===== src/assert_macros.svh =====
// concurrent assertion helpers, compiled out when SYNTH is defined
`ifndef ASSERT_MACROS_SVH
`define ASSERT_MACROS_SVH

`ifndef SYNTH
`define ASSERT_PROP(label, clk, rst, prop) \
   label: assert property (@(posedge clk) disable iff (rst) prop) \
      else $error("assertion failed");
`define ASSERT_IMPLIES(label, clk, rst, ante, cons) \
   label: assert property (@(posedge clk) disable iff (rst) (ante) |-> (cons)) \
      else $error("assertion failed");
`else
`define ASSERT_PROP(label, clk, rst, prop)
`define ASSERT_IMPLIES(label, clk, rst, ante, cons)
`endif

`endif


===== src/rvp_pkg.sv =====
package rvp_pkg;

   localparam int MAX_DIM_DEF = 4096;

   localparam int COORD_W   = 12;
   localparam int PIX_W     = 32;
   localparam int CFG_W     = 13;
   localparam int LEVEL_W   = 3;
   localparam int ATT_W     = 8;
   localparam int Q_W       = 8;
   localparam int CSR_IDX_W = 2;
   localparam int SCALE_ONE = 256;

   localparam logic [CSR_IDX_W-1:0] CSR_FRAME_WIDTH  = 2'd0;
   localparam logic [CSR_IDX_W-1:0] CSR_FRAME_HEIGHT = 2'd1;
   localparam logic [CSR_IDX_W-1:0] CSR_LEVEL        = 2'd2;

   localparam logic [CFG_W-1:0]   WIDTH_RST  = 13'd320;
   localparam logic [CFG_W-1:0]   HEIGHT_RST = 13'd200;
   localparam logic [LEVEL_W-1:0] LEVEL_RST  = 3'd0;

   localparam logic [7:0] ALPHA_OPAQUE = 8'hFF;

   typedef struct packed {
      logic [PIX_W-1:0] pixel;
      logic [ATT_W-1:0] att_max;
   } side_type;

   // attenuation table, levels of four and above saturate
   function automatic logic [ATT_W-1:0] att_lookup(input logic [LEVEL_W-1:0] level);
      logic [ATT_W-1:0] att;
      unique case (level)
         3'd0: att = 8'd0;
         3'd1: att = 8'd80;
         3'd2: att = 8'd146;
         3'd3: att = 8'd200;
         default: att = 8'd255;
      endcase
      return att;
   endfunction

endpackage


===== src/radial_vignette_pixel_top.sv =====
// Radial vignette, one ARGB pixel per clock. Pulse start with req_pixel_x,
// req_pixel_y and req_pixel_in while busy is low; busy is high only around
// reset. Every request gives exactly one response, through four
// distance stages (offsets, squares, sum, numerator), eight divider stages
// that each resolve one bit of the attenuation quotient, and one scaling
// stage that drives the output register. rsp_valid is high for a single
// cycle with rsp_pixel_out; there is no way to hold a response, so the
// receiver must take it then. Write the csr registers only with no request
// in flight; after a write the corner settles via the square and corner registers.
module radial_vignette_pixel_top #(
   parameter int MAX_DIM = rvp_pkg::MAX_DIM_DEF
) (
   input  logic                            clock,
   input  logic                            reset,
   input  logic                            start,
   output logic                            busy,
   input  logic [rvp_pkg::COORD_W-1:0]     req_pixel_x,
   input  logic [rvp_pkg::COORD_W-1:0]     req_pixel_y,
   input  logic [rvp_pkg::PIX_W-1:0]       req_pixel_in,
   output logic                            rsp_valid,
   output logic [rvp_pkg::PIX_W-1:0]       rsp_pixel_out,
   input  logic                            csr_we,
   input  logic [rvp_pkg::CSR_IDX_W-1:0]   csr_index,
   input  logic [rvp_pkg::CFG_W-1:0]       csr_wdata
);
   import rvp_pkg::*;

   localparam int DIM_W    = $clog2(MAX_DIM+1);
   localparam int CX_W     = DIM_W - 1;
   localparam int D_W      = (CX_W > COORD_W) ? CX_W : COORD_W;
   localparam int CORNER_W = 2*CX_W + 1;
   localparam int NUM_W    = 2*D_W + 1 + ATT_W;

   logic [CFG_W-1:0]   width_ff, height_ff;
   logic [LEVEL_W-1:0] level_ff;
   logic               busy_ff;

   always_ff @(posedge clock) begin
      if (reset) begin
         width_ff  <= WIDTH_RST;
         height_ff <= HEIGHT_RST;
         level_ff  <= LEVEL_RST;
         busy_ff   <= 1'b1;
      end else begin
         busy_ff <= 1'b0;
         if (csr_we) begin
            unique case (csr_index)
               CSR_FRAME_WIDTH:  width_ff  <= csr_wdata;
               CSR_FRAME_HEIGHT: height_ff <= csr_wdata;
               CSR_LEVEL:        level_ff  <= csr_wdata[LEVEL_W-1:0];
               default: ;
            endcase
         end
      end
   end

   assign busy = busy_ff;

   logic     req_accept;
   side_type req_side;

   assign req_accept       = start && !busy_ff;
   assign req_side.pixel   = req_pixel_in;
   assign req_side.att_max = att_lookup(level_ff);

   logic [CORNER_W-1:0] corner;
   logic                dist_valid, dist_sat;
   logic [NUM_W-1:0]    dist_num;
   side_type            dist_side;

   rvp_dist #(
      .MAX_DIM (MAX_DIM)
   ) u_dist (
      .clock      (clock),
      .reset      (reset),
      .width_cfg  (width_ff),
      .height_cfg (height_ff),
      .in_valid   (req_accept),
      .in_x       (req_pixel_x),
      .in_y       (req_pixel_y),
      .in_side    (req_side),
      .corner     (corner),
      .out_valid  (dist_valid),
      .out_num    (dist_num),
      .out_sat    (dist_sat),
      .out_side   (dist_side)
   );

   logic           div_valid, div_sat;
   logic [Q_W-1:0] div_q;
   side_type       div_side;

   rvp_div #(
      .MAX_DIM (MAX_DIM)
   ) u_div (
      .clock     (clock),
      .reset     (reset),
      .corner    (corner),
      .in_valid  (dist_valid),
      .in_num    (dist_num),
      .in_sat    (dist_sat),
      .in_side   (dist_side),
      .out_valid (div_valid),
      .out_q     (div_q),
      .out_sat   (div_sat),
      .out_side  (div_side)
   );

   rvp_scale u_scale (
      .clock     (clock),
      .reset     (reset),
      .in_valid  (div_valid),
      .in_q      (div_q),
      .in_sat    (div_sat),
      .in_side   (div_side),
      .out_valid (rsp_valid),
      .out_pixel (rsp_pixel_out)
   );

endmodule


===== src/rvp_dist.sv =====
module rvp_dist #(
   parameter int MAX_DIM = rvp_pkg::MAX_DIM_DEF
) (
   input  logic                                clock,
   input  logic                                reset,
   input  logic [rvp_pkg::CFG_W-1:0]           width_cfg,
   input  logic [rvp_pkg::CFG_W-1:0]           height_cfg,
   input  logic                                in_valid,
   input  logic [rvp_pkg::COORD_W-1:0]         in_x,
   input  logic [rvp_pkg::COORD_W-1:0]         in_y,
   input  rvp_pkg::side_type                   in_side,
   output logic [2*($clog2(MAX_DIM+1)-1):0]    corner,
   output logic                                out_valid,
   output logic [2*(($clog2(MAX_DIM+1)-1 > rvp_pkg::COORD_W) ?
                   ($clog2(MAX_DIM+1)-1) : rvp_pkg::COORD_W) + rvp_pkg::ATT_W:0] out_num,
   output logic                                out_sat,
   output rvp_pkg::side_type                   out_side
);
   import rvp_pkg::*;

   localparam int DIM_W    = $clog2(MAX_DIM+1);
   localparam int CX_W     = DIM_W - 1;
   localparam int D_W      = (CX_W > COORD_W) ? CX_W : COORD_W;
   localparam int DIST_W   = 2*D_W + 1;
   localparam int CORNER_W = 2*CX_W + 1;
   localparam int NUM_W    = DIST_W + ATT_W;

   logic [CX_W-1:0] cx, cy;

   // center from clamped frame size
   assign cx = (32'(width_cfg) > 32'(MAX_DIM)) ? CX_W'(MAX_DIM/2) : CX_W'(width_cfg >> 1);
   assign cy = (32'(height_cfg) > 32'(MAX_DIM)) ? CX_W'(MAX_DIM/2) : CX_W'(height_cfg >> 1);

   // corner distance, two register stages off the config
   logic [2*CX_W-1:0]   cxsq_ff, cysq_ff;
   logic [CORNER_W-1:0] corner_ff;

   always_ff @(posedge clock) begin
      cxsq_ff   <= {{CX_W{1'b0}}, cx} * {{CX_W{1'b0}}, cx};
      cysq_ff   <= {{CX_W{1'b0}}, cy} * {{CX_W{1'b0}}, cy};
      corner_ff <= CORNER_W'(cxsq_ff) + CORNER_W'(cysq_ff);
   end

   assign corner = corner_ff;

   // stage a: absolute offsets
   logic [D_W-1:0] x_ext, y_ext, cx_ext, cy_ext, dx_in, dy_in;
   assign x_ext  = D_W'(in_x);
   assign y_ext  = D_W'(in_y);
   assign cx_ext = D_W'(cx);
   assign cy_ext = D_W'(cy);
   assign dx_in  = (x_ext >= cx_ext) ? x_ext - cx_ext : cx_ext - x_ext;
   assign dy_in  = (y_ext >= cy_ext) ? y_ext - cy_ext : cy_ext - y_ext;

   logic           a_valid_ff, b_valid_ff, c_valid_ff, d_valid_ff;
   logic [D_W-1:0] dx_ff, dy_ff;
   side_type       a_side_ff, b_side_ff, c_side_ff, d_side_ff;

   // stage b: squares
   logic [2*D_W-1:0] dxsq_ff, dysq_ff;
   // stage c: squared distance
   logic [DIST_W-1:0] dist2_ff;
   // stage d: numerator and saturation flag
   logic [NUM_W-1:0] num_ff;
   logic             sat_ff;

   always_ff @(posedge clock) begin
      if (reset) begin
         a_valid_ff <= 1'b0;
         b_valid_ff <= 1'b0;
         c_valid_ff <= 1'b0;
         d_valid_ff <= 1'b0;
      end else begin
         a_valid_ff <= in_valid;
         b_valid_ff <= a_valid_ff;
         c_valid_ff <= b_valid_ff;
         d_valid_ff <= c_valid_ff;
      end
   end

   always_ff @(posedge clock) begin
      dx_ff     <= dx_in;
      dy_ff     <= dy_in;
      a_side_ff <= in_side;
      dxsq_ff   <= {{D_W{1'b0}}, dx_ff} * {{D_W{1'b0}}, dx_ff};
      dysq_ff   <= {{D_W{1'b0}}, dy_ff} * {{D_W{1'b0}}, dy_ff};
      b_side_ff <= a_side_ff;
      dist2_ff  <= DIST_W'(dxsq_ff) + DIST_W'(dysq_ff);
      c_side_ff <= b_side_ff;
      num_ff    <= NUM_W'(dist2_ff) * NUM_W'(c_side_ff.att_max);
      sat_ff    <= dist2_ff >= DIST_W'(corner_ff);
      d_side_ff <= c_side_ff;
   end

   assign out_valid = d_valid_ff;
   assign out_num   = num_ff;
   assign out_sat   = sat_ff;
   assign out_side  = d_side_ff;

endmodule


===== src/rvp_div.sv =====
`include "assert_macros.svh"

module rvp_div #(
   parameter int MAX_DIM = rvp_pkg::MAX_DIM_DEF
) (
   input  logic                                clock,
   input  logic                                reset,
   input  logic [2*($clog2(MAX_DIM+1)-1):0]    corner,
   input  logic                                in_valid,
   input  logic [2*(($clog2(MAX_DIM+1)-1 > rvp_pkg::COORD_W) ?
                  ($clog2(MAX_DIM+1)-1) : rvp_pkg::COORD_W) + rvp_pkg::ATT_W:0] in_num,
   input  logic                                in_sat,
   input  rvp_pkg::side_type                   in_side,
   output logic                                out_valid,
   output logic [rvp_pkg::Q_W-1:0]             out_q,
   output logic                                out_sat,
   output rvp_pkg::side_type                   out_side
);
   import rvp_pkg::*;

   localparam int DIM_W  = $clog2(MAX_DIM+1);
   localparam int CX_W   = DIM_W - 1;
   localparam int D_W    = (CX_W > COORD_W) ? CX_W : COORD_W;
   localparam int NUM_W  = 2*D_W + 1 + ATT_W;

   // restoring division, one quotient bit per stage, msb first
   logic [Q_W-1:0]   vld_ff;
   logic [Q_W-1:0]   sat_ff;
   logic [Q_W-1:0]   q_ff   [Q_W];
   side_type         side_ff[Q_W];
   logic [NUM_W-1:0] rem_ff [Q_W-1];

   for (genvar s = 0; s < Q_W; s++) begin : g_stage
      logic [NUM_W-1:0] rem_prev, dvs;
      logic [Q_W-1:0]   q_prev, q_in;
      logic             v_prev, s_prev, fits;
      side_type         side_prev;

      if (s == 0) begin : g_first
         assign rem_prev  = in_num;
         assign q_prev    = '0;
         assign v_prev    = in_valid;
         assign s_prev    = in_sat;
         assign side_prev = in_side;
      end else begin : g_next
         assign rem_prev  = rem_ff[s-1];
         assign q_prev    = q_ff[s-1];
         assign v_prev    = vld_ff[s-1];
         assign s_prev    = sat_ff[s-1];
         assign side_prev = side_ff[s-1];
      end

      assign dvs  = NUM_W'(corner) << (Q_W-1-s);
      assign fits = rem_prev >= dvs;

      always_comb begin
         q_in = q_prev;
         q_in[Q_W-1-s] = fits;
      end

      always_ff @(posedge clock) begin
         if (reset) begin
            vld_ff[s] <= 1'b0;
         end else begin
            vld_ff[s] <= v_prev;
         end
      end

      always_ff @(posedge clock) begin
         q_ff[s]    <= q_in;
         sat_ff[s]  <= s_prev;
         side_ff[s] <= side_prev;
      end

      if (s < Q_W-1) begin : g_rem
         always_ff @(posedge clock) begin
            rem_ff[s] <= fits ? rem_prev - dvs : rem_prev;
         end
      end
   end

   assign out_valid = vld_ff[Q_W-1];
   assign out_q     = q_ff[Q_W-1];
   assign out_sat   = sat_ff[Q_W-1];
   assign out_side  = side_ff[Q_W-1];

   // below the corner the quotient stays under the table value
   `ASSERT_IMPLIES(a_q_below_max, clock, reset, out_valid && !out_sat && out_side.att_max != '0, out_q < out_side.att_max)
   `ASSERT_PROP(a_div_latency, clock, reset, in_valid |-> ##Q_W out_valid)
   `ASSERT_PROP(a_div_no_phantom, clock, reset, !in_valid |-> ##Q_W !out_valid)

endmodule


===== src/rvp_scale.sv =====
`include "assert_macros.svh"

module rvp_scale (
   input  logic                         clock,
   input  logic                         reset,
   input  logic                         in_valid,
   input  logic [rvp_pkg::Q_W-1:0]      in_q,
   input  logic                         in_sat,
   input  rvp_pkg::side_type            in_side,
   output logic                         out_valid,
   output logic [rvp_pkg::PIX_W-1:0]    out_pixel
);
   import rvp_pkg::*;

   logic [ATT_W-1:0]  atten;
   logic [ATT_W:0]    scale;
   logic [ATT_W+8:0]  r_prod, g_prod, b_prod;
   logic [PIX_W-1:0]  pixel_in;

   assign atten  = in_sat ? in_side.att_max : ATT_W'(in_q);
   assign scale  = (ATT_W+1)'(SCALE_ONE) - {1'b0, atten};
   assign r_prod = {9'd0, in_side.pixel[23:16]} * {8'd0, scale};
   assign g_prod = {9'd0, in_side.pixel[15:8]}  * {8'd0, scale};
   assign b_prod = {9'd0, in_side.pixel[7:0]}   * {8'd0, scale};

   // level zero passes the pixel through untouched, alpha included
   assign pixel_in = (in_side.att_max == '0) ? in_side.pixel :
                     {ALPHA_OPAQUE, r_prod[15:8], g_prod[15:8], b_prod[15:8]};

   logic             valid_ff;
   logic [PIX_W-1:0] pixel_ff;

   always_ff @(posedge clock) begin
      if (reset) begin
         valid_ff <= 1'b0;
      end else begin
         valid_ff <= in_valid;
      end
   end

   always_ff @(posedge clock) begin
      pixel_ff <= pixel_in;
   end

   assign out_valid = valid_ff;
   assign out_pixel = pixel_ff;

   `ASSERT_PROP(a_scale_follow, clock, reset, in_valid |=> out_valid)
   `ASSERT_PROP(a_scale_alpha, clock, reset, (in_valid && in_side.att_max != '0) |=> out_pixel[31:24] == ALPHA_OPAQUE)

endmodule

===== config.mk =====
export PLATFORM = sky130hd
export DESIGN_NAME = radial_vignette_pixel_top
export DESIGN_NICKNAME = d
export VERILOG_FILES = /design/src/rvp_pkg.sv /design/src/radial_vignette_pixel_top.sv /design/src/rvp_dist.sv /design/src/rvp_div.sv /design/src/rvp_scale.sv
export VERILOG_INCLUDE_DIRS = /design/src /design/src/src
export SDC_FILE = /design/constraint.sdc
export NUM_CORES = 2
export LEC_CHECK = 0
export ABC_CLOCK_PERIOD_IN_PS = 6600
export BUFFER_PORTS_ARGS = -buffer_cell sky130_fd_sc_hd__buf_2
export CORE_MARGIN = 3
export CORE_UTILIZATION = 56
export CTS_BUF_LIST = sky130_fd_sc_hd__clkbuf_16
export DETAILED_ROUTE_END_ITERATION = 12
export PLACE_DENSITY = 0.75
export SYNTH_ARGS = -nofsm -noshare
export SYNTH_HDL_FRONTEND = slang
export SYNTH_SLANG_ARGS = --single-unit

===== constraint.sdc =====
create_clock -name clock -period 6.6 [get_ports clock]
set_input_delay 0.33 -clock clock [delete_from_list [all_inputs] [get_ports clock]]
set_output_delay 0.33 -clock clock [all_outputs]
set_load 0.02 [all_outputs]

==> metrics.txt <==
largest family of logic cells by synthesized area=adder cells; most frequent cells in the layout=dfxtp_1, inv_1, ha_1; post-CTS setup buffer count=0; Required @ worst endpoint=7150 ps; GR Util All Layers=23.8%; status=completed; CP max FO=17; HPWL after DPL=107000 µm; gpl congestion=0.891; critical path arrival=6960 ps; post-synthesis adder-cell area fraction=31.9%; part of the cycle the worst path needs=97.1%; drt total wl=139000 µm; storage element area=20100 µm²; Worst setup SP type=flip-flop; CP Class=reg -> reg; DRT antenna net count=0; Post-synth EDFFs=0; Initial Utilization=56.5%; async set-or-reset flop fraction in the synthesized netlist=0%; pin count of the biggest net entering global routing=49; synthesized cell area=63600 µm²; cell count after placement=8073; clk_lat worst skew=700 ps; Max clock buf depth=3; post-synth top area share=31.6%; Vias=44600; Reg2Reg Depth=23; Setup-failing EPs final=0; mux cell area share after synthesis=1.52%; Core Box Area=113000 µm²; total negative slack=0 ps; final core occ=61.9%; crit path to=u_scale.out_pixel[7]; grt total ovfl=0; die height=343 µm; Seq/Total Area, Yosys=31.6%; Hold WC Path Type=in -> reg; R2R setup slack=190 ps; Yosys warnings=0; drt initial violations=2478; slew at the pin closest to its max-slew limit=1140 ps; vias in the first global route=46600; via/cell ratio=5.37; H-tree depth=3; CTS tree=built; DR DRC count=0; number of top-level pins=109; reg2reg start=u_div.out_sat; total clock sinks=1004; total CTS buffers=96; hold depth=3; crit path time final=6410 ps; Synth area leader=dfxtp_1; Clock Tree Root=clkbuf_16; top area cells in the synthesized netlist=dfxtp_1, fa_1, ha_1; multi-input logic area=39900 µm²; Initial DRT Pass Iterations=6; crit end category=flip-flop; DR WL/cell=16.7 µm; Simple-Gate Fraction of Synth Area=13.5%; Gate Count Post-Synth=6541; max_cap viols=0; Synth Area in XOR/XNOR=4.91%; post-synth cell types=80; fin area=69700 µm²; compound-cell area share of the yosys netlist=10.6%; fin cells=8299; clk_skew=48.1 ps; r2r endpoint=u_scale.out_pixel[7]; first-pass GRT wire length=229000 µm; area delta synth->final=9.50%; Area after DPL=66000 µm²; buffers added on ports=108; max_slew headroom=24.1%; syn avg cell area=9.73 µm²; endpoints failing hold=0; Slew Limit Fails=0; Clk pin slew, worst setup/hold paths=60 ps; fmax=0.156 GHz; Most used DFF post-synth=dfxtp_1; most common cell after layout, fill and taps aside=dfxtp_1; num rows=123; die area=118000 µm²; layout cell share with drive strength beyond 1=6.25%; width of the die=343 µm; antenna violations before repair=1; # nets final=8067; Seq cells post-synth=1004; CP startpoint=u_div.out_sat; Filler Cells Inserted=9081
critical path, stage by stage, from the launching register on:
cell	delay, ps
dfxtp_1	370
buf_6	200
mux2i_2	270
ha_1	220
o21ai_0	150
or2_2	370
xnor2_2	270
and2_1	190
fa_1	420
inv_1	80
fa_1	430
fa_1	570
inv_1	60
fa_1	470
ha_1	370
a21o_1	180
a21oi_1	160
nand2_1	70
a21o_1	180
a41o_1	290
o41a_1	360
xnor2_2	220
mux2i_1	230
a21oi_1	110
synthesized netlist by cell type, types with 31 or more instances:
master	count
dfxtp_1	1004
inv_1	852
ha_1	694
fa_1	581
nand2_1	569
a21oi_1	342
and2_1	332
nor2_1	303
o21ai_0	246
xnor2_1	238
a21o_1	148
clkbuf_1	135
xor2_1	119
nor2b_1	100
nor3_1	97
o21a_1	68
nand2b_1	66
nand3_1	63
mux2_2	52
nand4_1	42
mux2i_1	38
o21bai_1	33
and3_1	31
layer usage:
metal | part of all wire, % | vias to the layer above | global-route usage, %
li1 | - | 21800 | -
met1 | 42 | 21400 | 28.6
met2 | 49 | 1012 | 42.5
met3 | 4.1 | 314 | 2.96
met4 | 5.0 | 0 | 10.8
met5 | 0 | - | 0
registers in the layout, summed over array words and instances, names as in the netlist, 32 cells and up:
register           cells
u_dist.a_side_ff      38
u_dist.b_side_ff      38
u_dist.c_side_ff      38
u_dist.out_num        33
u_dist.out_side       38
u_div.q_ff            36
u_div.rem_ff         231
u_div.side_ff        304
u_scale.out_pixel     32
cells by family after synthesis:
logic type,after synthesis
AO/OA/AOI/OAI,1064
adder cells (fa/ha/maj),1275
XOR/XNOR,357
flip-flops,1004
other,2
multiplexers,90
buffers and inverters,1016
AND/OR/NAND/NOR,1733
through the flow:
step	hold slack (ps)	setup WS (ps)
after CTS	20.5	34.6
after global placement	309	340
after floorplan	310	289
final	52.6	194
after detailed placement	312	91.3
after global routing	53.7	-28.9
cell type report:
cell class / instances / share of cell area, %
clock inverters: 83 / 1.08
well taps: 1500 / 2.69
multi-input cells: 4549 / 57.3
diodes: 1 / 0.00359
inverters: 853 / 4.59
repair buffers: 213 / 2.08
clock buffers: 96 / 3.45
flip-flops and latches: 1004 / 28.8
worst min-delay path by stage:
stage	end	slack (ps)	from
2_1_floorplan	u_dist.b_side_ff[10]	310	u_dist.a_side_ff[10]
3_3_place_gp	u_div.side_ff[0][78]	310	u_div.side_ff[0][38]
3_5_place_dp	u_dist.c_side_ff[34]	310	u_dist.b_side_ff[34]
4_1_cts	u_dist.dy_ff[11]	20	req_pixel_y[11]
5_1_grt	u_dist.dy_ff[11]	50	req_pixel_y[11]
6_report	u_dist.dy_ff[11]	50	req_pixel_y[11]
what timing repair did:
item	in CTS	in global routing
gates resized for setup	0	11
setup endpoints to repair	0	4
hold endpoints to repair	60	0
hold buffers	46	0
Power is left out: the tool's default activity adds up to more than one toggle a clock period on the data nets, which glitch-free logic cannot reach.
